===== src/hw/rtl/md5rc_pkg.sv =====
`timescale 1ns / 1ps

package md5rc_pkg;

    // Operation codes of an input item.
    localparam logic [1:0] OP_LOAD_WORK = 2'd0;
    localparam logic [1:0] OP_LOAD_MSG  = 2'd1;
    localparam logic [1:0] OP_RUN       = 2'd2;

    localparam int WordWidth  = 32;
    localparam int WorkDepth  = 4;
    localparam int MsgDepth   = 16;
    localparam int RoundCount = 64;
    localparam int QueueDepth = 4;

    localparam int RoundBits  = $clog2(RoundCount);
    localparam int QueueBits  = $clog2(QueueDepth);
    localparam logic [RoundBits-1:0] LastRound = RoundBits'(RoundCount - 1);

    typedef struct packed {
        logic [1:0]  operation;
        logic [3:0]  index;
        logic [31:0] value;
    } t_in_item;

    typedef struct packed {
        logic [1:0]  word_index;
        logic [31:0] word_value;
        logic        last;
    } t_out_item;

    // Commands that the front end hands to the back end.
    typedef enum logic [1:0] {
        CMD_LOAD_WORK = 2'd0,
        CMD_LOAD_MSG  = 2'd1,
        CMD_RUN       = 2'd2
    } t_cmd_kind;

    typedef struct packed {
        t_cmd_kind   kind;
        logic [3:0]  index;
        logic [31:0] value;
    } t_cmd;

    // Queue status seen by both ends.
    typedef struct packed {
        logic full;
        logic empty;
    } t_q_status;

    typedef enum logic [1:0] {
        ST_IDLE  = 2'd0,
        ST_ROUND = 2'd1,
        ST_EMIT  = 2'd2
    } t_back_state;

    // Message word used by a given round.
    function automatic logic [3:0] msg_sel(input logic [RoundBits-1:0] r);
        logic [3:0] i;
        logic [3:0] v;
        i = r[3:0];
        case (r[5:4])
            2'd0: v = i;
            2'd1: v = 4'(i * 4'd5 + 4'd1);
            2'd2: v = 4'(i * 4'd3 + 4'd5);
            2'd3: v = 4'(i * 4'd7);
            default: v = i;
        endcase
        return v;
    endfunction

    // Left rotation amount of a given round.
    function automatic logic [4:0] shift_amt(input logic [RoundBits-1:0] r);
        logic [4:0] s;
        case ({r[5:4], r[1:0]})
            4'h0: s = 5'd7;
            4'h1: s = 5'd12;
            4'h2: s = 5'd17;
            4'h3: s = 5'd22;
            4'h4: s = 5'd5;
            4'h5: s = 5'd9;
            4'h6: s = 5'd14;
            4'h7: s = 5'd20;
            4'h8: s = 5'd4;
            4'h9: s = 5'd11;
            4'hA: s = 5'd16;
            4'hB: s = 5'd23;
            4'hC: s = 5'd6;
            4'hD: s = 5'd10;
            4'hE: s = 5'd15;
            4'hF: s = 5'd21;
            default: s = 5'd7;
        endcase
        return s;
    endfunction

    // Sine-derived additive constant of a given round.
    function automatic logic [31:0] sine_k(input logic [RoundBits-1:0] r);
        logic [31:0] k;
        case (r)
            6'd0:  k = 32'hd76aa478;
            6'd1:  k = 32'he8c7b756;
            6'd2:  k = 32'h242070db;
            6'd3:  k = 32'hc1bdceee;
            6'd4:  k = 32'hf57c0faf;
            6'd5:  k = 32'h4787c62a;
            6'd6:  k = 32'ha8304613;
            6'd7:  k = 32'hfd469501;
            6'd8:  k = 32'h698098d8;
            6'd9:  k = 32'h8b44f7af;
            6'd10: k = 32'hffff5bb1;
            6'd11: k = 32'h895cd7be;
            6'd12: k = 32'h6b901122;
            6'd13: k = 32'hfd987193;
            6'd14: k = 32'ha679438e;
            6'd15: k = 32'h49b40821;
            6'd16: k = 32'hf61e2562;
            6'd17: k = 32'hc040b340;
            6'd18: k = 32'h265e5a51;
            6'd19: k = 32'he9b6c7aa;
            6'd20: k = 32'hd62f105d;
            6'd21: k = 32'h02441453;
            6'd22: k = 32'hd8a1e681;
            6'd23: k = 32'he7d3fbc8;
            6'd24: k = 32'h21e1cde6;
            6'd25: k = 32'hc33707d6;
            6'd26: k = 32'hf4d50d87;
            6'd27: k = 32'h455a14ed;
            6'd28: k = 32'ha9e3e905;
            6'd29: k = 32'hfcefa3f8;
            6'd30: k = 32'h676f02d9;
            6'd31: k = 32'h8d2a4c8a;
            6'd32: k = 32'hfffa3942;
            6'd33: k = 32'h8771f681;
            6'd34: k = 32'h6d9d6122;
            6'd35: k = 32'hfde5380c;
            6'd36: k = 32'ha4beea44;
            6'd37: k = 32'h4bdecfa9;
            6'd38: k = 32'hf6bb4b60;
            6'd39: k = 32'hbebfbc70;
            6'd40: k = 32'h289b7ec6;
            6'd41: k = 32'heaa127fa;
            6'd42: k = 32'hd4ef3085;
            6'd43: k = 32'h04881d05;
            6'd44: k = 32'hd9d4d039;
            6'd45: k = 32'he6db99e5;
            6'd46: k = 32'h1fa27cf8;
            6'd47: k = 32'hc4ac5665;
            6'd48: k = 32'hf4292244;
            6'd49: k = 32'h432aff97;
            6'd50: k = 32'hab9423a7;
            6'd51: k = 32'hfc93a039;
            6'd52: k = 32'h655b59c3;
            6'd53: k = 32'h8f0ccc92;
            6'd54: k = 32'hffeff47d;
            6'd55: k = 32'h85845dd1;
            6'd56: k = 32'h6fa87e4f;
            6'd57: k = 32'hfe2ce6e0;
            6'd58: k = 32'ha3014314;
            6'd59: k = 32'h4e0811a1;
            6'd60: k = 32'hf7537e82;
            6'd61: k = 32'hbd3af235;
            6'd62: k = 32'h2ad7d2bb;
            6'd63: k = 32'heb86d391;
            default: k = 32'h0;
        endcase
        return k;
    endfunction

endpackage


===== src/hw/rtl/md5rc_front.sv =====
`timescale 1ns / 1ps

module md5rc_front import md5rc_pkg::*; (
    input  logic      i_clk,
    input  logic      i_rst_n,
    input  logic      i_in_valid,
    output logic      o_in_stall,
    input  t_in_item  i_in_data,
    input  t_q_status i_q_status,
    output logic      o_push,
    output t_cmd      o_cmd
);

    logic r_valid;
    logic n_valid;
    t_cmd r_cmd;
    t_cmd n_cmd;
    logic accept;
    logic keep;

    assign o_in_stall = r_valid & i_q_status.full;
    assign accept     = i_in_valid & ~o_in_stall;
    assign o_push     = r_valid & ~i_q_status.full;
    assign o_cmd      = r_cmd;

    // Operation three and working-word loads beyond word D are dropped here.
    always_comb begin
        keep  = 1'b0;
        n_cmd = r_cmd;
        case (i_in_data.operation)
            OP_LOAD_WORK: begin
                keep       = (i_in_data.index[3:2] == 2'b00);
                n_cmd.kind = CMD_LOAD_WORK;
            end
            OP_LOAD_MSG: begin
                keep       = 1'b1;
                n_cmd.kind = CMD_LOAD_MSG;
            end
            OP_RUN: begin
                keep       = 1'b1;
                n_cmd.kind = CMD_RUN;
            end
            default: begin
                keep = 1'b0;
            end
        endcase
        n_cmd.index = i_in_data.index;
        n_cmd.value = i_in_data.value;
        n_valid     = (accept & keep) | (r_valid & i_q_status.full);
    end

    always_ff @(posedge i_clk) begin
        if (!i_rst_n) begin
            r_valid <= 1'b0;
        end else begin
            r_valid <= n_valid;
        end
    end

    always_ff @(posedge i_clk) begin
        if (accept && keep) begin
            r_cmd <= n_cmd;
        end
    end

endmodule


===== src/hw/rtl/md5rc_queue.sv =====
`timescale 1ns / 1ps

module md5rc_queue import md5rc_pkg::*; (
    input  logic      i_clk,
    input  logic      i_rst_n,
    input  logic      i_push,
    input  t_cmd      i_cmd,
    input  logic      i_pop,
    output t_cmd      o_cmd,
    output t_q_status o_status
);

    t_cmd               r_mem [QueueDepth];
    logic [QueueBits-1:0] r_wr_ptr;
    logic [QueueBits-1:0] r_rd_ptr;
    logic [QueueBits:0]   r_count;

    assign o_cmd           = r_mem[r_rd_ptr];
    assign o_status.full   = (r_count == (QueueBits+1)'(QueueDepth));
    assign o_status.empty  = (r_count == '0);

    always_ff @(posedge i_clk) begin
        if (!i_rst_n) begin
            r_wr_ptr <= '0;
            r_rd_ptr <= '0;
            r_count  <= '0;
        end else begin
            if (i_push) begin
                r_wr_ptr <= r_wr_ptr + 1'b1;
            end
            if (i_pop) begin
                r_rd_ptr <= r_rd_ptr + 1'b1;
            end
            if (i_push && !i_pop) begin
                r_count <= r_count + 1'b1;
            end else if (i_pop && !i_push) begin
                r_count <= r_count - 1'b1;
            end
        end
    end

    always_ff @(posedge i_clk) begin
        if (i_push) begin
            r_mem[r_wr_ptr] <= i_cmd;
        end
    end

endmodule


===== src/hw/rtl/md5rc_back.sv =====
`timescale 1ns / 1ps

module md5rc_back import md5rc_pkg::*; (
    input  logic      i_clk,
    input  logic      i_rst_n,
    input  t_cmd      i_cmd,
    input  t_q_status i_q_status,
    output logic      o_pop,
    output logic      o_out_valid,
    input  logic      i_out_stall,
    output t_out_item o_out_data
);

    t_back_state          r_state;
    t_back_state          n_state;
    logic [RoundBits-1:0] r_round;
    logic [RoundBits-1:0] n_round;
    logic [1:0]           r_emit;
    logic [1:0]           n_emit;
    logic [31:0]          r_work [WorkDepth];
    logic [31:0]          r_msg  [MsgDepth];
    logic                 load_work;
    logic                 load_msg;
    logic                 do_round;

    logic [31:0] a_w;
    logic [31:0] b_w;
    logic [31:0] c_w;
    logic [31:0] d_w;
    logic [31:0] mix;
    logic [31:0] sum;
    logic [63:0] rot_dbl;
    logic [31:0] rot;

    assign a_w = r_work[0];
    assign b_w = r_work[1];
    assign c_w = r_work[2];
    assign d_w = r_work[3];

    // One MD5 round per cycle, applied in place on the working words.
    always_comb begin
        case (r_round[5:4])
            2'd0: mix = (b_w & c_w) | (~b_w & d_w);
            2'd1: mix = (d_w & b_w) | (~d_w & c_w);
            2'd2: mix = b_w ^ c_w ^ d_w;
            2'd3: mix = c_w ^ (b_w | ~d_w);
            default: mix = '0;
        endcase
        sum     = mix + a_w + sine_k(r_round) + r_msg[msg_sel(r_round)];
        rot_dbl = {sum, sum} << shift_amt(r_round);
        rot     = rot_dbl[63:32];
    end

    always_comb begin
        n_state   = r_state;
        n_round   = r_round;
        n_emit    = r_emit;
        o_pop     = 1'b0;
        load_work = 1'b0;
        load_msg  = 1'b0;
        do_round  = 1'b0;
        case (r_state)
            ST_IDLE: begin
                if (!i_q_status.empty) begin
                    o_pop = 1'b1;
                    case (i_cmd.kind)
                        CMD_LOAD_WORK: load_work = 1'b1;
                        CMD_LOAD_MSG:  load_msg  = 1'b1;
                        CMD_RUN: begin
                            n_state = ST_ROUND;
                            n_round = '0;
                        end
                        default: begin
                        end
                    endcase
                end
            end
            ST_ROUND: begin
                do_round = 1'b1;
                n_round  = r_round + 1'b1;
                if (r_round == LastRound) begin
                    n_state = ST_EMIT;
                    n_emit  = '0;
                end
            end
            ST_EMIT: begin
                if (!i_out_stall) begin
                    n_emit = r_emit + 1'b1;
                    if (r_emit == 2'd3) begin
                        n_state = ST_IDLE;
                    end
                end
            end
            default: begin
                n_state = ST_IDLE;
            end
        endcase
    end

    always_ff @(posedge i_clk) begin
        if (!i_rst_n) begin
            r_state <= ST_IDLE;
            r_round <= '0;
            r_emit  <= '0;
        end else begin
            r_state <= n_state;
            r_round <= n_round;
            r_emit  <= n_emit;
        end
    end

    always_ff @(posedge i_clk) begin
        if (load_work) begin
            r_work[i_cmd.index[1:0]] <= i_cmd.value;
        end else if (do_round) begin
            r_work[0] <= d_w;
            r_work[1] <= b_w + rot;
            r_work[2] <= b_w;
            r_work[3] <= c_w;
        end
    end

    always_ff @(posedge i_clk) begin
        if (load_msg) begin
            r_msg[i_cmd.index] <= i_cmd.value;
        end
    end

    // Working words hold still while results are shown, so the payload is stable.
    assign o_out_valid           = (r_state == ST_EMIT);
    assign o_out_data.word_index = r_emit;
    assign o_out_data.word_value = r_work[r_emit];
    assign o_out_data.last       = (r_emit == 2'd3);

endmodule


===== src/hw/rtl/md5_round_core_unit.sv =====
`timescale 1ns / 1ps
// Path: with the queue empty and the back end idle, a load passes through the front register
// and a queue entry before it reaches the word stores; a run gives its four result transfers.
// Throughput: one load per cycle while the queue has room; a run leaves the queue, runs 64 rounds
// and gives four results, plus any output stall, before the back end takes its next command.
// Reset (synchronous, active low) clears the front register, the queue and the sequencer;
// the working and message words are not cleared and are undefined until loaded.

module md5_round_core_unit import md5rc_pkg::*; (
    input  logic      i_clk,
    input  logic      i_rst_n,
    input  logic      i_in_valid,
    output logic      o_in_stall,
    input  t_in_item  i_in_data,
    output logic      o_out_valid,
    input  logic      i_out_stall,
    output t_out_item o_out_data
);

    // The front end registers and decodes each input transfer, dropping items that
    // change nothing. A four-entry command queue decouples it from the back end, so
    // loads for the next chunk can arrive while the rounds of the current one run.
    t_cmd      front_cmd;
    logic      front_push;
    t_cmd      queue_cmd;
    logic      queue_pop;
    t_q_status queue_status;

    md5rc_front u_front (
        .i_clk      (i_clk),
        .i_rst_n    (i_rst_n),
        .i_in_valid (i_in_valid),
        .o_in_stall (o_in_stall),
        .i_in_data  (i_in_data),
        .i_q_status (queue_status),
        .o_push     (front_push),
        .o_cmd      (front_cmd)
    );

    md5rc_queue u_queue (
        .i_clk    (i_clk),
        .i_rst_n  (i_rst_n),
        .i_push   (front_push),
        .i_cmd    (front_cmd),
        .i_pop    (queue_pop),
        .o_cmd    (queue_cmd),
        .o_status (queue_status)
    );

    // The back end holds the working and message words, runs the rounds in place
    // and presents the four words A to D as result transfers.
    md5rc_back u_back (
        .i_clk       (i_clk),
        .i_rst_n     (i_rst_n),
        .i_cmd       (queue_cmd),
        .i_q_status  (queue_status),
        .o_pop       (queue_pop),
        .o_out_valid (o_out_valid),
        .i_out_stall (i_out_stall),
        .o_out_data  (o_out_data)
    );

endmodule


===== config.mk =====
export PLATFORM = sky130hd
export DESIGN_NAME = md5_round_core_unit
export DESIGN_NICKNAME = d
export VERILOG_FILES = /design/src/hw/rtl/md5rc_pkg.sv /design/src/hw/rtl/md5rc_front.sv /design/src/hw/rtl/md5rc_queue.sv /design/src/hw/rtl/md5rc_back.sv /design/src/hw/rtl/md5_round_core_unit.sv
export SDC_FILE = /design/constraint.sdc
export NUM_CORES = 2
export LEC_CHECK = 0
export ABC_AREA = 1
export BUFFER_PORTS_ARGS = -buffer_cell sky130_fd_sc_hd__buf_4
export CAP_MARGIN = 20
export CORE_MARGIN = 4
export CORE_UTILIZATION = 57
export CTS_CLUSTER_SIZE = 16
export DETAILED_ROUTE_END_ITERATION = 7
export PLACE_DENSITY_LB_ADDON = 0.15
export SYNTH_ARGS = -nofsm -noshare
export SYNTH_HDL_FRONTEND = slang
export SYNTH_SLANG_ARGS = --single-unit
export TNS_END_PERCENT = 20

===== constraint.sdc =====
create_clock -name i_clk -period 8.9 [get_ports i_clk]
set_input_delay 2.225 -clock i_clk [delete_from_list [all_inputs] [get_ports i_clk]]
set_output_delay 2.225 -clock i_clk [all_outputs]
set_load 0.1 [all_outputs]

==> reports/qor.txt <==
Status = finished, final reports clean
Final Core Density = 65.29%
Detailed Route Iter0 Violations = 5299
Port buffer count = 78
Core ar. = 0.08094 mm²
GRT overflow = 0
Root Buffer = clkbuf_16
Fin. Hold Viols = 0
Main flop type after synthesis = edfxtp_1
Commonest cells after routing, fill and taps aside = 1122 x nand2_1, 830 x edfxtp_1, 515 x nand3_1, 457 x inv_1, 380 x o21ai_0
Post-DP HPWL = 97.78 mm
Antenna violations before repair = 7
Total number of H-tree levels = 3
Largest net degree at the start of global routing = 118
R2R Path End = u_back.r_work[1][28]$_DFFE_PP_
Finish-stage setup viols = 0
Most frequent CP cell = nand2_1
Synth area leader = edfxtp_1
Fillcell total = 6471
Worst Path Required = 9280 ps
Worst skew pair latency = 690 ps
RD Place Congestion = 1.034
Gate Count Post-Synth = 4921
Fin crit share = 95.65%
Drt pass-1 iters = 8
Relative slew slack = 33.46%
DRC Markers = 0
Synth Area per Inst = 9.497 µm²
DRT antenna net count = 0
Die height = 294.3 µm
Top delay family on crit path = simple AND/OR/NAND/NOR gates
R2R cell count = 52
Reg-to-reg slack, setup = 390 ps
Max Slew Vio Count = 0
Crit path to = u_back.r_work[1][28]$_DFFE_PP_
Critical Path Max Stage Delay = 530 ps
Layout area overhead = 13.07%
Worst min path class = register to register
Vias after detailed routing = 38367
Non-filler instance count after layout = 6162
Sequential fraction of the synthesis area = 55.86%
Top Ports = 79
Ys async rst share = 0%
Setup CP Type = register to register
Drt via density = 6.226
Post-Syn Nets = 5126
Vias in the first global route = 35336
Crit path capture type = register
Nets@finish = 5228
Crit path max fanout = 12
CTS tree = built
Reg clk slew, reported paths = 60 ps
Setup TNS = 0 ps
CP bufs+invs = 11
Final WL = 149.7 mm
Max Freq = 117.5 MHz
CP startpoint = u_back.r_round[0]$_SDFFE_PN0P_
Number of synthesized register bits = 889
First-pass GRT wire length = 219.3 mm
Routed len/inst = 24.29 µm
Syn Std Cell Area = 0.04673 mm²
Footprint of the multi-input gates = 0.01845 mm²
Slowest CP cell = fa_1
Worst slew pin tran = 991.4 ps
Ys Warns = 0
Register area = 0.02611 mm²
Area contributors post-synth = edfxtp_1 53%, nand2_1 9.2%, nand3_1 5.6%
Total CTS buffers = 91
Worst r2r src = u_back.r_round[0]$_SDFFE_PN0P_
Clk sinks = 889
Min Clock Period, post-route = 8513 ps
Dpl cells = 5973
Cts hold-fix bufs = 0
Layout cell share with drive strength beyond 1 = 10.41%
Tot GR Track Use = 33.62%
Startpoint class of the critical path = register
Die area = 0.08664 mm²
Setup Skew = 79.27 ps
Row count = 104
Instance count on the critical path = 52
Maxcap violations = 0
Clk buf depth = 3
Critical path arrival = 8890 ps
Die width = 294.3 µm
Top-area cell type share of the netlist area = 53.33%
EDFF count, synth = 830
Post-synth cell types = 58
Initial Util = 57.74%
Leading cell type in the layout, fill and taps excluded = nand2_1
## synth_stat cells, types with 4 or more instances
cell type,count
o221ai_1,13
xnor2_1,14
o21ai_1,14
nor3_1,17
mux2i_1,4
dfxtp_1,59
nor2_4,6
nor2_2,6
a32oi_1,8
nand2_1,1142
a21oi_1,354
o2111ai_1,6
or2_2,14
a311oi_1,9
a21boi_0,26
nand4_1,8
a32o_1,63
buf_2,28
fa_1,66
a21o_1,10
o21ai_0,397
xor2_1,22
buf_1,44
inv_2,12
nand2_2,5
o21a_1,6
o22ai_1,48
o211ai_1,121
edfxtp_1,830
a31oi_1,14
ha_1,97
inv_1,459
clkbuf_1,169
o31ai_1,7
nor2_1,258
nor4_1,5
buf_4,4
nand3b_1,4
nand3_1,521
## how the worst min path moves through the flow
stage,end,slack (ps),cells after the start,from
2_1_floorplan,register,440,2,u_queue.r_rd_ptr[1]$_SDFFE_PN0P_
3_3_place_gp,u_queue.r_rd_ptr[1]$_SDFFE_PN0P_,450,2,u_queue.r_rd_ptr[1]$_SDFFE_PN0P_
3_5_place_dp,register,450,2,u_queue.r_rd_ptr[1]$_SDFFE_PN0P_
4_1_cts,register,460,2,u_queue.r_rd_ptr[1]$_SDFFE_PN0P_
5_1_grt,u_queue.r_mem[2][12]$_DFFE_PP_,500,0,u_front.o_cmd[12]$_DFFE_PP_
6_report,register,460,2,u_queue.r_rd_ptr[1]$_SDFFE_PN0P_
## cell families after synthesis
| group | count (synthesis) | synth area share (%) |
|---|---|---|
| AOI/OAI and AO/OA | 1118 | 14.20 |
| adders and majority gates | 163 | 5.424 |
| xor gates and xnor gates | 36 | 0.6747 |
| DFF | 889 | 55.86 |
| muxes | 4 | 0.08567 |
| buffers and inverters | 719 | 5.914 |
| and+or+nand+nor | 1992 | 17.84 |
## final cells by class
type	instances	area share, %
diodes	2	0.009471
flip-flops and latches	889	49.40
clock buffers	116	4.563
well taps	1060	2.510
repair buffers	254	4.231
clock inverters	54	0.9850
multi-input cells	3315	34.91
inverters	472	3.391
## tightest hold or removal path, stage by stage (launching register included)
cell and delay (ps):
dfxtp_1 300, inv_1 60, a21oi_1 60
## timing repair
action / in CTS / in global routing
pin swaps: 0 / 16
setup endpoints to repair: 1 / 22
gates cloned: 0 / 8
gates resized for setup: 2 / 88
setup buffers: 0 / 8
## metal layers
layer  share of wire, %  vias to the layer above  track usage (%)
li1                   -                    17471                -
met1                 40                    18206            48.41
met2                 43                     2281            50.32
met3                 11                      407            5.147
met4                5.4                        2            16.51
met5             0.0047                        -                0
## state kept, by name (all words and copies together) (netlist names), named ones only
register and flops:
u_back.r_round 6, u_back.r_work 128, u_back.r_state 2, u_queue.r_mem 152, u_back.r_emit 2, u_queue.r_count 3, u_front.r_valid 1, u_queue.r_wr_ptr 2
u_back.r_msg 512, u_queue.r_rd_ptr 2, u_front.o_cmd 38
## per-stage QoR
stage	setup slack, ps	hold slack, ps	instance area, µm²
finish	387.3	462.1	52840
CTS	20.92	464.4	52230
global route	-42.40	500.8	52840
floorplan	925.1	436.4	46730
detailed placement	20.34	453.4	49290
global placement	45.29	447.3	49290
Power is left out: the tool's default activity adds up to more than one toggle a clock period on the data nets, which glitch-free logic cannot reach.
